$ cat src/hdl/rhc_pkg.sv
`default_nettype none
// ----------------------------------------------------------------------------
// rhc_pkg
// Shared types and constants for the pipelined RGB to HSV converter.
// ----------------------------------------------------------------------------
package rhc_pkg;

	// default fraction bits of hue (degrees) and saturation
	localparam int unsigned HUE_FRAC_BITS_DEF = 7;
	localparam int unsigned SAT_FRAC_BITS_DEF = 15;

	// hue quotient <= 120 * 2^F needs F+7 bits, saturation quotient <= 2^S needs S+1
	localparam int unsigned HUE_Q_EXTRA = 7;
	localparam int unsigned SAT_Q_EXTRA = 1;

	// divisors are 2*diff or 2*max, both at most 510
	localparam int unsigned DVS_W = 9;

	localparam int unsigned CH_W = 8;

	// 2 * 60 degrees, scale of the rounded sector fraction
	localparam int unsigned HUE_SCALE = 120;
	localparam int unsigned DEG_FULL  = 360;

	// sector base in degrees after folding the lower sector edge into the quotient,
	// taken modulo 360
	localparam int unsigned BASE_RED   = 300;
	localparam int unsigned BASE_GREEN = 60;
	localparam int unsigned BASE_BLUE  = 180;

	typedef enum logic [1:0] {
		SEC_RED   = 2'd0,
		SEC_GREEN = 2'd1,
		SEC_BLUE  = 2'd2
	} sector_t;

	// sideband that travels with each item through the divider
	typedef struct packed {
		sector_t          sector;
		logic             gray;
		logic             black;
		logic [CH_W-1:0]  mx;
	} side_t;

endpackage
`default_nettype wire

$ cat src/hdl/rhc_front.sv
`default_nettype none
// ----------------------------------------------------------------------------
// rhc_front
// Three stages: max/min and sector, difference and sector delta, divider
// numerators and divisors.
// ----------------------------------------------------------------------------
module rhc_front import rhc_pkg::*; #(
	parameter int unsigned HUE_FRAC_BITS = HUE_FRAC_BITS_DEF,
	parameter int unsigned SAT_FRAC_BITS = SAT_FRAC_BITS_DEF,
	parameter int unsigned STEPS         = HUE_FRAC_BITS_DEF + HUE_Q_EXTRA
) (
	input  wire logic                     clk,
	input  wire logic                     arst_n,
	input  wire logic                     in_valid,
	output logic                          in_ready,
	input  wire logic [CH_W-1:0]          red,
	input  wire logic [CH_W-1:0]          green,
	input  wire logic [CH_W-1:0]          blue,
	output logic                          out_valid,
	input  wire logic                     out_ready,
	output side_t                         out_side,
	output logic [STEPS+DVS_W-1:0]        out_dvd_h,
	output logic [DVS_W-1:0]              out_dvs_h,
	output logic [STEPS+DVS_W-1:0]        out_dvd_s,
	output logic [DVS_W-1:0]              out_dvs_s
);

	localparam int unsigned DVD_W = STEPS + DVS_W;
	localparam logic [DVD_W-1:0] HUE_MUL = DVD_W'(HUE_SCALE) << HUE_FRAC_BITS;

	logic en1, en2, en3;

	// stage 1
	logic            vld_s1;
	logic [CH_W-1:0] r_s1, g_s1, b_s1, mx_s1, mn_s1;
	sector_t         sec_s1;

	// stage 2
	logic            vld_s2;
	logic [CH_W-1:0] d_s2, mx_s2;
	logic [DVS_W-1:0] dlt_s2;
	sector_t         sec_s2;

	// stage 3
	logic             vld_s3;
	side_t            side_s3;
	logic [DVD_W-1:0] dvd_h_s3, dvd_s_s3;
	logic [DVS_W-1:0] dvs_h_s3, dvs_s_s3;

	logic [CH_W-1:0] mx_c, mn_c, pos_c, neg_c, d_c;
	sector_t         sec_c;
	logic [DVS_W:0]  dlt_c;

	assign en3      = !vld_s3 || out_ready;
	assign en2      = !vld_s2 || en3;
	assign en1      = !vld_s1 || en2;
	assign in_ready = en1;

	always_comb begin
		mx_c = (red > green) ? red : green;
		mx_c = (blue > mx_c) ? blue : mx_c;
		mn_c = (red < green) ? red : green;
		mn_c = (blue < mn_c) ? blue : mn_c;
		// ties: blue over green over red
		if (blue >= red && blue >= green) begin
			sec_c = SEC_BLUE;
		end else if (green >= red) begin
			sec_c = SEC_GREEN;
		end else begin
			sec_c = SEC_RED;
		end
	end

	always_ff @(posedge clk or negedge arst_n) begin
		if (!arst_n) begin
			vld_s1 <= 1'b0;
		end else if (en1) begin
			vld_s1 <= in_valid;
		end
	end

	always_ff @(posedge clk) begin
		if (en1) begin
			r_s1   <= red;
			g_s1   <= green;
			b_s1   <= blue;
			mx_s1  <= mx_c;
			mn_s1  <= mn_c;
			sec_s1 <= sec_c;
		end
	end

	// sector delta shifted by +d so it stays in [0, 2d]
	always_comb begin
		unique case (sec_s1)
			SEC_RED: begin
				pos_c = g_s1;
				neg_c = b_s1;
			end
			SEC_GREEN: begin
				pos_c = b_s1;
				neg_c = r_s1;
			end
			SEC_BLUE: begin
				pos_c = r_s1;
				neg_c = g_s1;
			end
			default: begin
				pos_c = g_s1;
				neg_c = b_s1;
			end
		endcase
		d_c   = mx_s1 - mn_s1;
		dlt_c = (DVS_W+1)'(pos_c) + (DVS_W+1)'(d_c) - (DVS_W+1)'(neg_c);
	end

	always_ff @(posedge clk or negedge arst_n) begin
		if (!arst_n) begin
			vld_s2 <= 1'b0;
		end else if (en2) begin
			vld_s2 <= vld_s1;
		end
	end

	always_ff @(posedge clk) begin
		if (en2) begin
			d_s2   <= d_c;
			mx_s2  <= mx_s1;
			dlt_s2 <= dlt_c[DVS_W-1:0];
			sec_s2 <= sec_s1;
		end
	end

	always_ff @(posedge clk or negedge arst_n) begin
		if (!arst_n) begin
			vld_s3 <= 1'b0;
		end else if (en3) begin
			vld_s3 <= vld_s2;
		end
	end

	always_ff @(posedge clk) begin
		if (en3) begin
			side_s3.sector <= sec_s2;
			side_s3.gray   <= (d_s2 == '0);
			side_s3.black  <= (mx_s2 == '0);
			side_s3.mx     <= mx_s2;
			dvd_h_s3       <= DVD_W'(dlt_s2) * HUE_MUL + DVD_W'(d_s2);
			dvs_h_s3       <= {d_s2, 1'b0};
			dvd_s_s3       <= (DVD_W'(d_s2) << (SAT_FRAC_BITS + 1)) + DVD_W'(mx_s2);
			dvs_s_s3       <= {mx_s2, 1'b0};
		end
	end

	assign out_valid = vld_s3;
	assign out_side  = side_s3;
	assign out_dvd_h = dvd_h_s3;
	assign out_dvs_h = dvs_h_s3;
	assign out_dvd_s = dvd_s_s3;
	assign out_dvs_s = dvs_s_s3;

endmodule
`default_nettype wire

$ cat src/hdl/rhc_div_pipe.sv
`default_nettype none
// ----------------------------------------------------------------------------
// rhc_div_pipe
// Two-lane pipelined restoring divider, one quotient bit per stage.
// Dividend top bits must be below the divisor.
// ----------------------------------------------------------------------------
module rhc_div_pipe import rhc_pkg::*; #(
	parameter int unsigned STEPS = HUE_FRAC_BITS_DEF + HUE_Q_EXTRA
) (
	input  wire logic                     clk,
	input  wire logic                     arst_n,
	input  wire logic                     in_valid,
	output logic                          in_ready,
	input  wire side_t                    in_side,
	input  wire logic [STEPS+DVS_W-1:0]   in_dvd_h,
	input  wire logic [DVS_W-1:0]         in_dvs_h,
	input  wire logic [STEPS+DVS_W-1:0]   in_dvd_s,
	input  wire logic [DVS_W-1:0]         in_dvs_s,
	output logic                          out_valid,
	input  wire logic                     out_ready,
	output side_t                         out_side,
	output logic [STEPS-1:0]              out_quo_h,
	output logic [STEPS-1:0]              out_quo_s
);

	localparam int unsigned DVD_W = STEPS + DVS_W;
	localparam int unsigned LANES = 2;

	logic [STEPS:1]   vld_s;
	logic [STEPS+1:1] adv;
	side_t            side_s [1:STEPS];

	logic [DVS_W-1:0] rem_s [LANES][1:STEPS];
	logic [STEPS-1:0] acc_s [LANES][1:STEPS];
	logic [DVS_W-1:0] dvs_s [LANES][1:STEPS];

	// values feeding each step: index 0 is the input
	logic [DVS_W-1:0] cur_rem [LANES][0:STEPS-1];
	logic [STEPS-1:0] cur_acc [LANES][0:STEPS-1];
	logic [DVS_W-1:0] cur_dvs [LANES][0:STEPS-1];
	side_t            cur_side [0:STEPS-1];
	logic [STEPS-1:0] cur_vld;

	logic [DVD_W-1:0] dvd_in [LANES];
	logic [DVS_W-1:0] dvs_in [LANES];

	assign dvd_in[0] = in_dvd_h;
	assign dvd_in[1] = in_dvd_s;
	assign dvs_in[0] = in_dvs_h;
	assign dvs_in[1] = in_dvs_s;

	assign adv[STEPS+1] = out_ready;
	assign cur_vld[0]   = in_valid;
	assign cur_side[0]  = in_side;
	assign in_ready     = adv[1];

	genvar k, ln;
	generate
		for (ln = 0; ln < LANES; ln++) begin : g_lane_in
			assign cur_rem[ln][0] = dvd_in[ln][DVD_W-1:STEPS];
			assign cur_acc[ln][0] = dvd_in[ln][STEPS-1:0];
			assign cur_dvs[ln][0] = dvs_in[ln];
		end

		for (k = 1; k <= STEPS; k++) begin : g_stage
			assign adv[k] = !vld_s[k] || adv[k+1];

			always_ff @(posedge clk or negedge arst_n) begin
				if (!arst_n) begin
					vld_s[k] <= 1'b0;
				end else if (adv[k]) begin
					vld_s[k] <= cur_vld[k-1];
				end
			end

			always_ff @(posedge clk) begin
				if (adv[k]) begin
					side_s[k] <= cur_side[k-1];
				end
			end

			if (k < STEPS) begin : g_fwd
				assign cur_vld[k]  = vld_s[k];
				assign cur_side[k] = side_s[k];
			end

			for (ln = 0; ln < LANES; ln++) begin : g_lane
				logic [DVS_W:0]   trial;
				logic             ge;
				logic [DVS_W:0]   diff;

				// shift in the next dividend bit, subtract when it fits
				assign trial = {cur_rem[ln][k-1], cur_acc[ln][k-1][STEPS-1]};
				assign ge    = (trial >= {1'b0, cur_dvs[ln][k-1]});
				assign diff  = trial - {1'b0, cur_dvs[ln][k-1]};

				always_ff @(posedge clk) begin
					if (adv[k]) begin
						rem_s[ln][k] <= ge ? diff[DVS_W-1:0] : trial[DVS_W-1:0];
						acc_s[ln][k] <= {cur_acc[ln][k-1][STEPS-2:0], ge};
						dvs_s[ln][k] <= cur_dvs[ln][k-1];
					end
				end

				if (k < STEPS) begin : g_fwd
					assign cur_rem[ln][k] = rem_s[ln][k];
					assign cur_acc[ln][k] = acc_s[ln][k];
					assign cur_dvs[ln][k] = dvs_s[ln][k];
				end
			end
		end
	endgenerate

	assign out_valid = vld_s[STEPS];
	assign out_side  = side_s[STEPS];
	assign out_quo_h = acc_s[0][STEPS];
	assign out_quo_s = acc_s[1][STEPS];

endmodule
`default_nettype wire

$ cat src/hdl/rhc_back.sv
`default_nettype none
// ----------------------------------------------------------------------------
// rhc_back
// Adds the sector base to the hue quotient, wraps at 360 degrees, applies
// the gray and black cases, and holds the result in the output register.
// ----------------------------------------------------------------------------
module rhc_back import rhc_pkg::*; #(
	parameter int unsigned HUE_FRAC_BITS = HUE_FRAC_BITS_DEF,
	parameter int unsigned STEPS         = HUE_FRAC_BITS_DEF + HUE_Q_EXTRA
) (
	input  wire logic              clk,
	input  wire logic              arst_n,
	input  wire logic              in_valid,
	output logic                   in_ready,
	input  wire side_t             in_side,
	input  wire logic [STEPS-1:0]  in_quo_h,
	input  wire logic [STEPS-1:0]  in_quo_s,
	output logic                   out_valid,
	input  wire logic              out_ready,
	output logic [15:0]            hue,
	output logic [15:0]            saturation,
	output logic [CH_W-1:0]        brightness
);

	localparam int unsigned HA_W = (HUE_FRAC_BITS + 9 > STEPS) ? HUE_FRAC_BITS + 9 : STEPS;
	localparam int unsigned HW   = (HA_W > 16) ? HA_W : 16;
	localparam int unsigned SW   = (STEPS > 16) ? STEPS : 16;
	localparam logic [HW-1:0] FULL = HW'(DEG_FULL) << HUE_FRAC_BITS;

	logic          en1;
	logic          vld_s1;
	logic [15:0]   hue_s1, sat_s1;
	logic [CH_W-1:0] bri_s1;

	logic [HW-1:0] base_c, sum_c, hue_c;
	logic [SW-1:0] sat_c;

	assign en1      = !vld_s1 || out_ready;
	assign in_ready = en1;

	always_comb begin
		unique case (in_side.sector)
			SEC_RED:   base_c = HW'(BASE_RED) << HUE_FRAC_BITS;
			SEC_GREEN: base_c = HW'(BASE_GREEN) << HUE_FRAC_BITS;
			SEC_BLUE:  base_c = HW'(BASE_BLUE) << HUE_FRAC_BITS;
			default:   base_c = HW'(BASE_RED) << HUE_FRAC_BITS;
		endcase
		sum_c = base_c + HW'(in_quo_h);
		if (in_side.gray) begin
			hue_c = '0;
		end else if (sum_c >= FULL) begin
			hue_c = sum_c - FULL;
		end else begin
			hue_c = sum_c;
		end
		sat_c = in_side.black ? '0 : SW'(in_quo_s);
	end

	always_ff @(posedge clk or negedge arst_n) begin
		if (!arst_n) begin
			vld_s1 <= 1'b0;
		end else if (en1) begin
			vld_s1 <= in_valid;
		end
	end

	always_ff @(posedge clk) begin
		if (en1) begin
			hue_s1 <= hue_c[15:0];
			sat_s1 <= sat_c[15:0];
			bri_s1 <= in_side.mx;
		end
	end

	assign out_valid  = vld_s1;
	assign hue        = hue_s1;
	assign saturation = sat_s1;
	assign brightness = bri_s1;

endmodule
`default_nettype wire

$ cat src/hdl/rgb_to_hsv_converter_top.sv
`default_nettype none
// ----------------------------------------------------------------------------
// rgb_to_hsv_converter_top
// Pipelined RGB to HSV conversion of 8-bit pixels.
//
// Channel  Handshake              Payload
// -------  ---------------------  ----------------------------------------
// pixel    pix_valid / pix_ready  red, green, blue (8 bits each)
// hsv      hsv_valid / hsv_ready  hue (deg, Q.HUE_FRAC_BITS), saturation
//                                 (Q1.SAT_FRAC_BITS), brightness (8 bits)
//
// One item per cycle sustained while hsv_ready stays high. Items pass through the
// front stages, then STEPS = max(HUE_FRAC_BITS + 7, SAT_FRAC_BITS + 1)
// restoring-divider stages, one quotient bit each, then the output register.
// Reset clears all valid bits; payload registers are not reset.
// A stall holds each full stage; empty stages still fill, so bubbles collapse.
// ----------------------------------------------------------------------------
module rgb_to_hsv_converter_top import rhc_pkg::*; #(
	parameter int unsigned HUE_FRAC_BITS = HUE_FRAC_BITS_DEF,
	parameter int unsigned SAT_FRAC_BITS = SAT_FRAC_BITS_DEF
) (
	input  wire logic            clk,
	input  wire logic            arst_n,
	input  wire logic            pix_valid,
	output logic                 pix_ready,
	input  wire logic [CH_W-1:0] red,
	input  wire logic [CH_W-1:0] green,
	input  wire logic [CH_W-1:0] blue,
	output logic                 hsv_valid,
	input  wire logic            hsv_ready,
	output logic [15:0]          hue,
	output logic [15:0]          saturation,
	output logic [CH_W-1:0]      brightness
);

	localparam int unsigned HUE_Q_W = HUE_FRAC_BITS + HUE_Q_EXTRA;
	localparam int unsigned SAT_Q_W = SAT_FRAC_BITS + SAT_Q_EXTRA;
	localparam int unsigned STEPS   = (HUE_Q_W > SAT_Q_W) ? HUE_Q_W : SAT_Q_W;
	localparam int unsigned DVD_W   = STEPS + DVS_W;

	logic             f_valid, f_ready;
	side_t            f_side;
	logic [DVD_W-1:0] f_dvd_h, f_dvd_s;
	logic [DVS_W-1:0] f_dvs_h, f_dvs_s;

	logic             d_valid, d_ready;
	side_t            d_side;
	logic [STEPS-1:0] d_quo_h, d_quo_s;

	rhc_front #(
		.HUE_FRAC_BITS (HUE_FRAC_BITS),
		.SAT_FRAC_BITS (SAT_FRAC_BITS),
		.STEPS         (STEPS)
	) u_front (
		.clk       (clk),
		.arst_n    (arst_n),
		.in_valid  (pix_valid),
		.in_ready  (pix_ready),
		.red       (red),
		.green     (green),
		.blue      (blue),
		.out_valid (f_valid),
		.out_ready (f_ready),
		.out_side  (f_side),
		.out_dvd_h (f_dvd_h),
		.out_dvs_h (f_dvs_h),
		.out_dvd_s (f_dvd_s),
		.out_dvs_s (f_dvs_s)
	);

	rhc_div_pipe #(
		.STEPS (STEPS)
	) u_div (
		.clk       (clk),
		.arst_n    (arst_n),
		.in_valid  (f_valid),
		.in_ready  (f_ready),
		.in_side   (f_side),
		.in_dvd_h  (f_dvd_h),
		.in_dvs_h  (f_dvs_h),
		.in_dvd_s  (f_dvd_s),
		.in_dvs_s  (f_dvs_s),
		.out_valid (d_valid),
		.out_ready (d_ready),
		.out_side  (d_side),
		.out_quo_h (d_quo_h),
		.out_quo_s (d_quo_s)
	);

	rhc_back #(
		.HUE_FRAC_BITS (HUE_FRAC_BITS),
		.STEPS         (STEPS)
	) u_back (
		.clk        (clk),
		.arst_n     (arst_n),
		.in_valid   (d_valid),
		.in_ready   (d_ready),
		.in_side    (d_side),
		.in_quo_h   (d_quo_h),
		.in_quo_s   (d_quo_s),
		.out_valid  (hsv_valid),
		.out_ready  (hsv_ready),
		.hue        (hue),
		.saturation (saturation),
		.brightness (brightness)
	);

endmodule
`default_nettype wire
$ cat config.mk
export PLATFORM = sky130hd
export DESIGN_NAME = rgb_to_hsv_converter_top
export DESIGN_NICKNAME = d
export VERILOG_FILES = /design/src/hdl/rhc_pkg.sv /design/src/hdl/rhc_front.sv /design/src/hdl/rhc_div_pipe.sv /design/src/hdl/rhc_back.sv /design/src/hdl/rgb_to_hsv_converter_top.sv
export SDC_FILE = /design/constraint.sdc
export NUM_CORES = 1
export LEC_CHECK = 0
export BUFFER_PORTS_ARGS = -buffer_cell sky130_fd_sc_hd__buf_2
export CORE_MARGIN = 2
export CORE_UTILIZATION = 65
export DETAILED_ROUTE_END_ITERATION = 6
export PLACE_DENSITY = 0.82
export SYNTH_ARGS = -nofsm -noshare
export SYNTH_HDL_FRONTEND = slang
export SYNTH_HIERARCHICAL = 1
export SYNTH_SLANG_ARGS = --single-unit
export TNS_END_PERCENT = 100
$ cat constraint.sdc
create_clock -name clk -period 14.3 [get_ports clk]
set_clock_uncertainty 0.05 [all_clocks]
set_input_delay 2.86 -clock clk [delete_from_list [all_inputs] [get_ports clk]]
set_output_delay 2.86 -clock clk [all_outputs]
set_load 0.01 [all_outputs]
==> flow_summary_export.csv, run 1 <==
group,metric,value,unit
status,status,"finished, final reports clean",
finish,register_area,0.0421,mm²
routing,postRouteAntennaNets,0,
clock_tree,post_cts_buffers,0,
die,die_area,0.0987,mm²
die,die_h,314,µm
yosys,yosysMostFrequentCell,"edfxtp_1",
sta,fmax,92.0,MHz
yosys,synth_top_area_share,0.666,
die,core-area,0.0952,mm²
setup_path,startpoint_type,"input pin",
yosys,synth_common_cells,"edfxtp_1 (1386), inv_1 (554), ha_1 (367), a21oi_1 (223), mux2_2 (181)",
setup_path,crit_start,"hsv_ready",
placed_design,postPlaceCellArea,0.0640,mm²
routing,vias,33100,
finish,final_area,0.0684,mm²
global_routing,grt_start_max_net_pins,84,
yosys,synth_top_family_by_area,"adder cells",
routing,wl_per_cell,19.5,µm
setup_path,crit_type,"input pin to output port",
global_routing,grt_pass1_wl,179000,µm
setup_path,cp_max_fo,83,
setup_path,cp.arrival,7960,ps
die,ios,70,
clock_tree,clock_path_buffers,3,
global_routing,grt_antenna_before_repair,0,
yosys,synth_cell_types,78,
die,rows,113,
yosys,synth_adder_area_share,0.0911,
yosys,synth_top_area_cell,"edfxtp_1",
clock_tree,cts_sinks,1406,
finish,n_fill_cell,5488,
yosys,async_reset_ff_frac,0.0142,
yosys,synth.area.top_cells,"edfxtp_1 (67%), ha_1 (7.3%), inv_1 (3.3%)",
yosys,synth_seq_area_share,0.674,
finish,drive_gt1_frac,0.129,
setup_path,cp-end-kind,"output port",
yosys,synthSimpleGateAreaFrac,0.0543,
placed_design,place_inst,5440,
finish,multiInputGateArea,0.0178,mm²
routing,drc,0,
global_routing,grt_pass1_vias,34500,
routing,dr.pass1.iters,6,
finish,area_growth,9.42,%
clock_tree,hold_buffers,0,
finish,fin_nets,4764,
finish,instances_no_fill,5686,
yosys,synth_area,0.0625,mm²
clock_tree,path_clk_slew,60,ps
yosys,synth_compound_area_frac,0.0621,
placed_design,io_buffers,69,
die,initial_core_util,0.657,
die,fp.dieW,314,µm
clock_tree,tritoncts,"yes",
sta,hold_viol,0,
finish,insertedDiodeCount,0,
placed_design,dp_hpwl,67900,µm
clock_tree,cts_resized,0,
routing,wl,111000,µm
clock_tree,cts_max_level,4,
clock_tree,cts_made_buffers,137,
yosys,netlist_instances,4175,
sta,rsz0062_at_grt,"false",
routing,dr.first_iter.drc_count,2437,
routing,vias_per_cell,5.81,
yosys,synth_flop_cell,"edfxtp_1",
setup_path,cp_data_required_time,11390,ps
run,cap_violations,0,
clock_tree,worstSkewPairLatency,740,ps
sta,period_share,0.760,
yosys,synth_mux_area_frac,0.0464,
sta,tightest_slew,1280,ps
min_path,min-delay-start,"u_div/acc_s[0][92]",
sta,report.final.setup_viol,0,
placed_design,place_congestion,0.855,
sta,finalSetupTns,0,ps
yosys,synth.avg_cell_area,15.0,µm²
min_path,hold_path_class,"flip-flop to flip-flop",
yosys,yosys_warnings,6,
yosys,ys_seq_elements,1406,
sta,period_needed,10870,ps
global_routing,grt.overflow.total,0,
setup_path,r2r-start,"u_back/out_valid",
yosys,synth_edf_count,1386,
clock_tree,clockRootBuffer,"clkbuf_16",
yosys,synth-xor-area-share,0.0287,
global_routing,track_usage,0.229,
sta,drv_slew,0,
sta,slew_headroom,0.145,
## layout make-up
type / count / share of cell area
well taps: 1265 / 0.0231
flip-flops and latches: 1406 / 0.616
multi-input cells: 2136 / 0.260
clock inverters: 66 / 0.0107
inverters: 555 / 0.0305
repair buffers: 78 / 0.00604
clock buffers: 180 / 0.0537
## path summary, 6_finish.rpt
kind	end	slack [ps]	cells after the start
setup / recovery	pix_ready	3430	14
hold / removal	u_div/acc_s[0][77]	350	0
setup reg to reg	u_front/d_s2[2]	8150	11
hold reg to reg	u_div/acc_s[0][77]	350	0
max in group asynchronous	u_front/vld_s1	11680	1
min in group asynchronous	u_back/out_valid	2070	1
## layout by cell type (no fill, tap or decap), types with 16 or more instances in the layout
master,instances
xnor2_1,164
ha_1,367
o31ai_1,21
or3_1,20
nor2_1,158
fa_1,55
a22oi_1,17
clkinv_1,25
and2_1,21
o22ai_1,29
edfxtp_1,1386
a31oi_1,21
o21ai_0,58
inv_1,550
mux2_2,181
nand2_1,113
xor2_1,41
nand2b_1,27
dfrtp_1,20
buf_2,69
mux2i_1,81
o41a_1,30
nor2b_1,66
clkbuf_16,140
nor3_1,38
clkbuf_1,38
a21oi_1,223
a21boi_0,32
clkinv_2,16
or2_2,35
a21o_1,22
nand3_1,81
o21ai_1,50
nand3_2,29
## kinds of logic after synthesis
kind of cell,count (synthesis)
flip-flops,1406
AND/OR/NAND/NOR,647
buffers and inverters,647
AO/OA/AOI/OAI,582
adder cells (fa/ha/maj),422
multiplexers,265
XOR/XNOR,205
other,1
## per-layer routing
metal	share of wire	up-vias	global-route usage	wire length, µm
li1	-	15400	-	-
met1	0.37	16100	0.260	41500
met2	0.54	1103	0.424	59900
met3	0.042	370	0.0340	4670
met4	0.044	0	0.108	4940
met5	0	-	0	0
## metrics by stage
step,worst slack (ps),hold WS (ps),utilization
after detailed placement,3550,355,0.673
final,3430,348,0.719
after global placement,3840,350,0.673
after CTS,3380,350,0.719
after floorplan,823,350,-
after global routing,3070,359,0.719
## worst max-delay path, stage by stage
cell,delay (ps)
buf_2,100
nand2b_2,650
and3b_1,770
and3_4,370
inv_2,70
nor2_2,230
and2_4,250
inv_2,40
buf_4,420
nor2_1,520
nand2_4,670
nand4b_1,430
buf_4,320
buf_2,220
## sequential cells by signal, summed over array words and instances (netlist names), 7 cells and up
register           count
u_back/brightness      8
u_back/hue            16
u_back/saturation     16
u_div/acc_s          512
u_div/cur_vld         15
u_div/dvs_s          270
u_div/rem_s          270
u_div/side_s         192
u_front/b_s1           8
u_front/d_s2           8
u_front/dlt_s2         9
u_front/g_s1           8
u_front/mn_s1          8
u_front/mx_s1          8
u_front/mx_s2          8
u_front/out_dvd_h     14
u_front/out_dvs_h      7
u_front/out_side      11
u_front/r_s1           8
Power of run 1 is not shown: default switching activity piles up to over one toggle a cycle in this logic, so the estimate is an artifact.
==> run 2, diff against run 1 <==
--- a/config.mk
+++ b/config.mk
@@ -7,9 +7,9 @@
 export LEC_CHECK = 0
 export BUFFER_PORTS_ARGS = -buffer_cell sky130_fd_sc_hd__buf_2
 export CORE_MARGIN = 2
-export CORE_UTILIZATION = 65
+export CORE_UTILIZATION = 58
 export DETAILED_ROUTE_END_ITERATION = 6
-export PLACE_DENSITY = 0.82
+export PLACE_DENSITY = 0.77
 export SYNTH_ARGS = -nofsm -noshare
 export SYNTH_HDL_FRONTEND = slang
 export SYNTH_HIERARCHICAL = 1
==> constraint.sdc (replaced) <==
create_clock -name clk -period 8.9 [get_ports clk]
set_clock_uncertainty 0.05 [all_clocks]
set_input_delay 1.78 -clock clk [delete_from_list [all_inputs] [get_ports clk]]
set_output_delay 1.78 -clock clk [all_outputs]
set_load 0.01 [all_outputs]
==> run 2 against run 1 <==
Register-to-register slack lost 4600 ps. Worst hold slack gained 8.2 ps. Final cell count grew 2.6%. Setup slack lost 2500 ps. Non-clock buffer count is the same. Clock-buffer cell count is the same. Via count shrank 3.6%. Utilization shrank 7.5 points. Wire length shrank 8.3%. Final area grew 0.84%. Critical path type unchanged. Highest routed layer unchanged.
==> flow_summary_export.csv, run 2 (synthesis gave the netlist of run 1 again) <==
group,metric,value,unit
status,status,"finished, final reports clean",
sta,rsz0062_at_grt,"false",
finish,n_fill_cell,7158,
die,fp.dieW,332,µm
setup_path,reg2reg_to,"u_front/d_s2[5]",
placed_design,dp_hpwl,65400,µm
global_routing,grt_antenna_before_repair,0,
global_routing,track_usage,0.189,
sta,period_needed,7960,ps
finish,insertedDiodeCount,0,
setup_path,regToRegSetupSlack,3570,ps
placed_design,place_inst,5578,
power,p_total,30.3,mW
min_path,min-delay-start,"u_div/acc_s[0][249]",
finish,multiInputGateArea,0.0178,mm²
sta,slew_headroom,0.168,
routing,vias,31900,
die,die_h,332,µm
placed_design,place_congestion,0.861,
clock_tree,hold_buffers,0,
sta,report.final.setup_viol,0,
setup_path,cp-end-kind,"output port",
setup_path,cp_data_required_time,7070,ps
run,cap_violations,0,
power,power_leakage,27.7,nW
die,initial_core_util,0.584,
placed_design,io_buffers,69,
clock_tree,tritoncts,"yes",
finish,largest_register,"u_div/acc_s",
finish,layout_common_cells,"edfxtp_1 (1386), inv_1 (550), ha_1 (367), a21oi_1 (223), mux2_2 (181)",
clock_tree,post_cts_buffers,0,
clock_tree,cts_made_buffers,142,
global_routing,grt_pass1_vias,33500,
routing,vias_per_cell,5.46,
sta,hold_viol,0,
placed_design,postPlaceCellArea,0.0642,mm²
routing,drc,0,
finish,utilization,0.644,
routing,dr.first_iter.drc_count,1933,
clock_tree,cts_resized,0,
setup_path,cp.arrival,6130,ps
min_path,hold_path_class,"flip-flop to flip-flop",
min_path,hold_end,"u_div/acc_s[0][234]",
placed_design,detailedPlace.worstSlack,1060,ps
clock_tree,cts_sinks,1406,
finish,fin_nets,4769,
die,ios,70,
global_routing,grt.overflow.total,0,
setup_path,r2r-start,"u_back/out_valid",
sta,worst_slack,936,ps
routing,wl,102000,µm
finish,largest_reg_flops,512,
global_routing,grt_start_max_net_pins,84,
sta,whs,356,ps
die,rows,120,
setup_path,startpoint_type,"input pin",
finish,final_area,0.0690,mm²
sta,fmax,126,MHz
finish,reg.largest.list,"u_div/acc_s: 512 flops, u_div/dvs_s: 270 flops, u_div/rem_s: 270 flops",
routing,dr.pass1.iters,5,
die,core-area,0.107,mm²
routing,postRouteAntennaNets,0,
sta,finalSetupTns,0,ps
setup_path,r2r_cells,11,
power,irDropWorstVdd,0.345,mV
finish,drive_gt1_frac,0.134,
clock_tree,cts_max_level,4,
clock_tree,clock_path_buffers,3,
clock_tree,clockRootBuffer,"clkbuf_16",
finish,register_area,0.0421,mm²
finish,area_growth,10.3,%
sta,period_share,0.895,
sta,drv_slew,0,
die,die_area,0.110,mm²
global_routing,grt_pass1_wl,169000,µm
finish,instances_no_fill,5836,
min_path,whs_path_depth,0,
setup_path,cp_max_fo,83,
clock_tree,path_clk_slew,60,ps
routing,wl_per_cell,17.5,µm
setup_path,crit_type,"input pin to output port",
finish,layout_commonest_cell,"edfxtp_1",
clock_tree,worstSkewPairLatency,730,ps
power,p_per_area,439,mW/mm²
sta,tightest_slew,1240,ps
==> run 2: final cells by class <==
type,count,share of cell area
Multi-Input combinational cell,2136,0.258
Sequential cell,1406,0.611
Timing Repair Buffer,78,0.00599
Clock buffer,180,0.0551
Inverter,555,0.0303
Tap cell,1403,0.0254
Clock inverter,78,0.0143
==> run 2: worst max-delay path by stage <==
| stage | cells past startpoint | from | slack [ps] | endpoint |
|---|---|---|---|---|
| floorplan | 10 | hsv_ready | 120 | pix_ready |
| global placement | 14 | hsv_ready | 1250 | pix_ready |
| detailed placement | 14 | hsv_ready | 1060 | pix_ready |
| CTS | 14 | hsv_ready | 860 | pix_ready |
| global route | 14 | hsv_ready | 610 | pix_ready |
| finish | 14 | hsv_ready | 940 | pix_ready |
==> run 2: critical path: stages <==
cell	delay (ps)
buf_2	90
nand2b_2	160
buf_4	290
and3b_1	610
and3_4	370
clkinvlp_4	120
nor2_2	220
and2_4	260
inv_4	340
nor2_2	510
nand2_8	430
nand4b_1	340
buf_4	320
buf_2	220
==> run 2: where the power goes <==
part           internal [mW]  leakage (nW)  switching (mW)
registers               11.1          14.5            1.18
clock network           3.60          2.32            2.47
logic                   5.68          10.8            6.30
==> run 2: per-layer routing <==
layer,routed length (µm),global-route usage,vias up
met3,3710,0.0321,188
met2,56000,0.359,628
met5,0,0,-
met4,2570,0.0618,0
li1,-,-,15500
met1,39600,0.215,15500
Note: power is estimated with default switching activity, not from simulation.
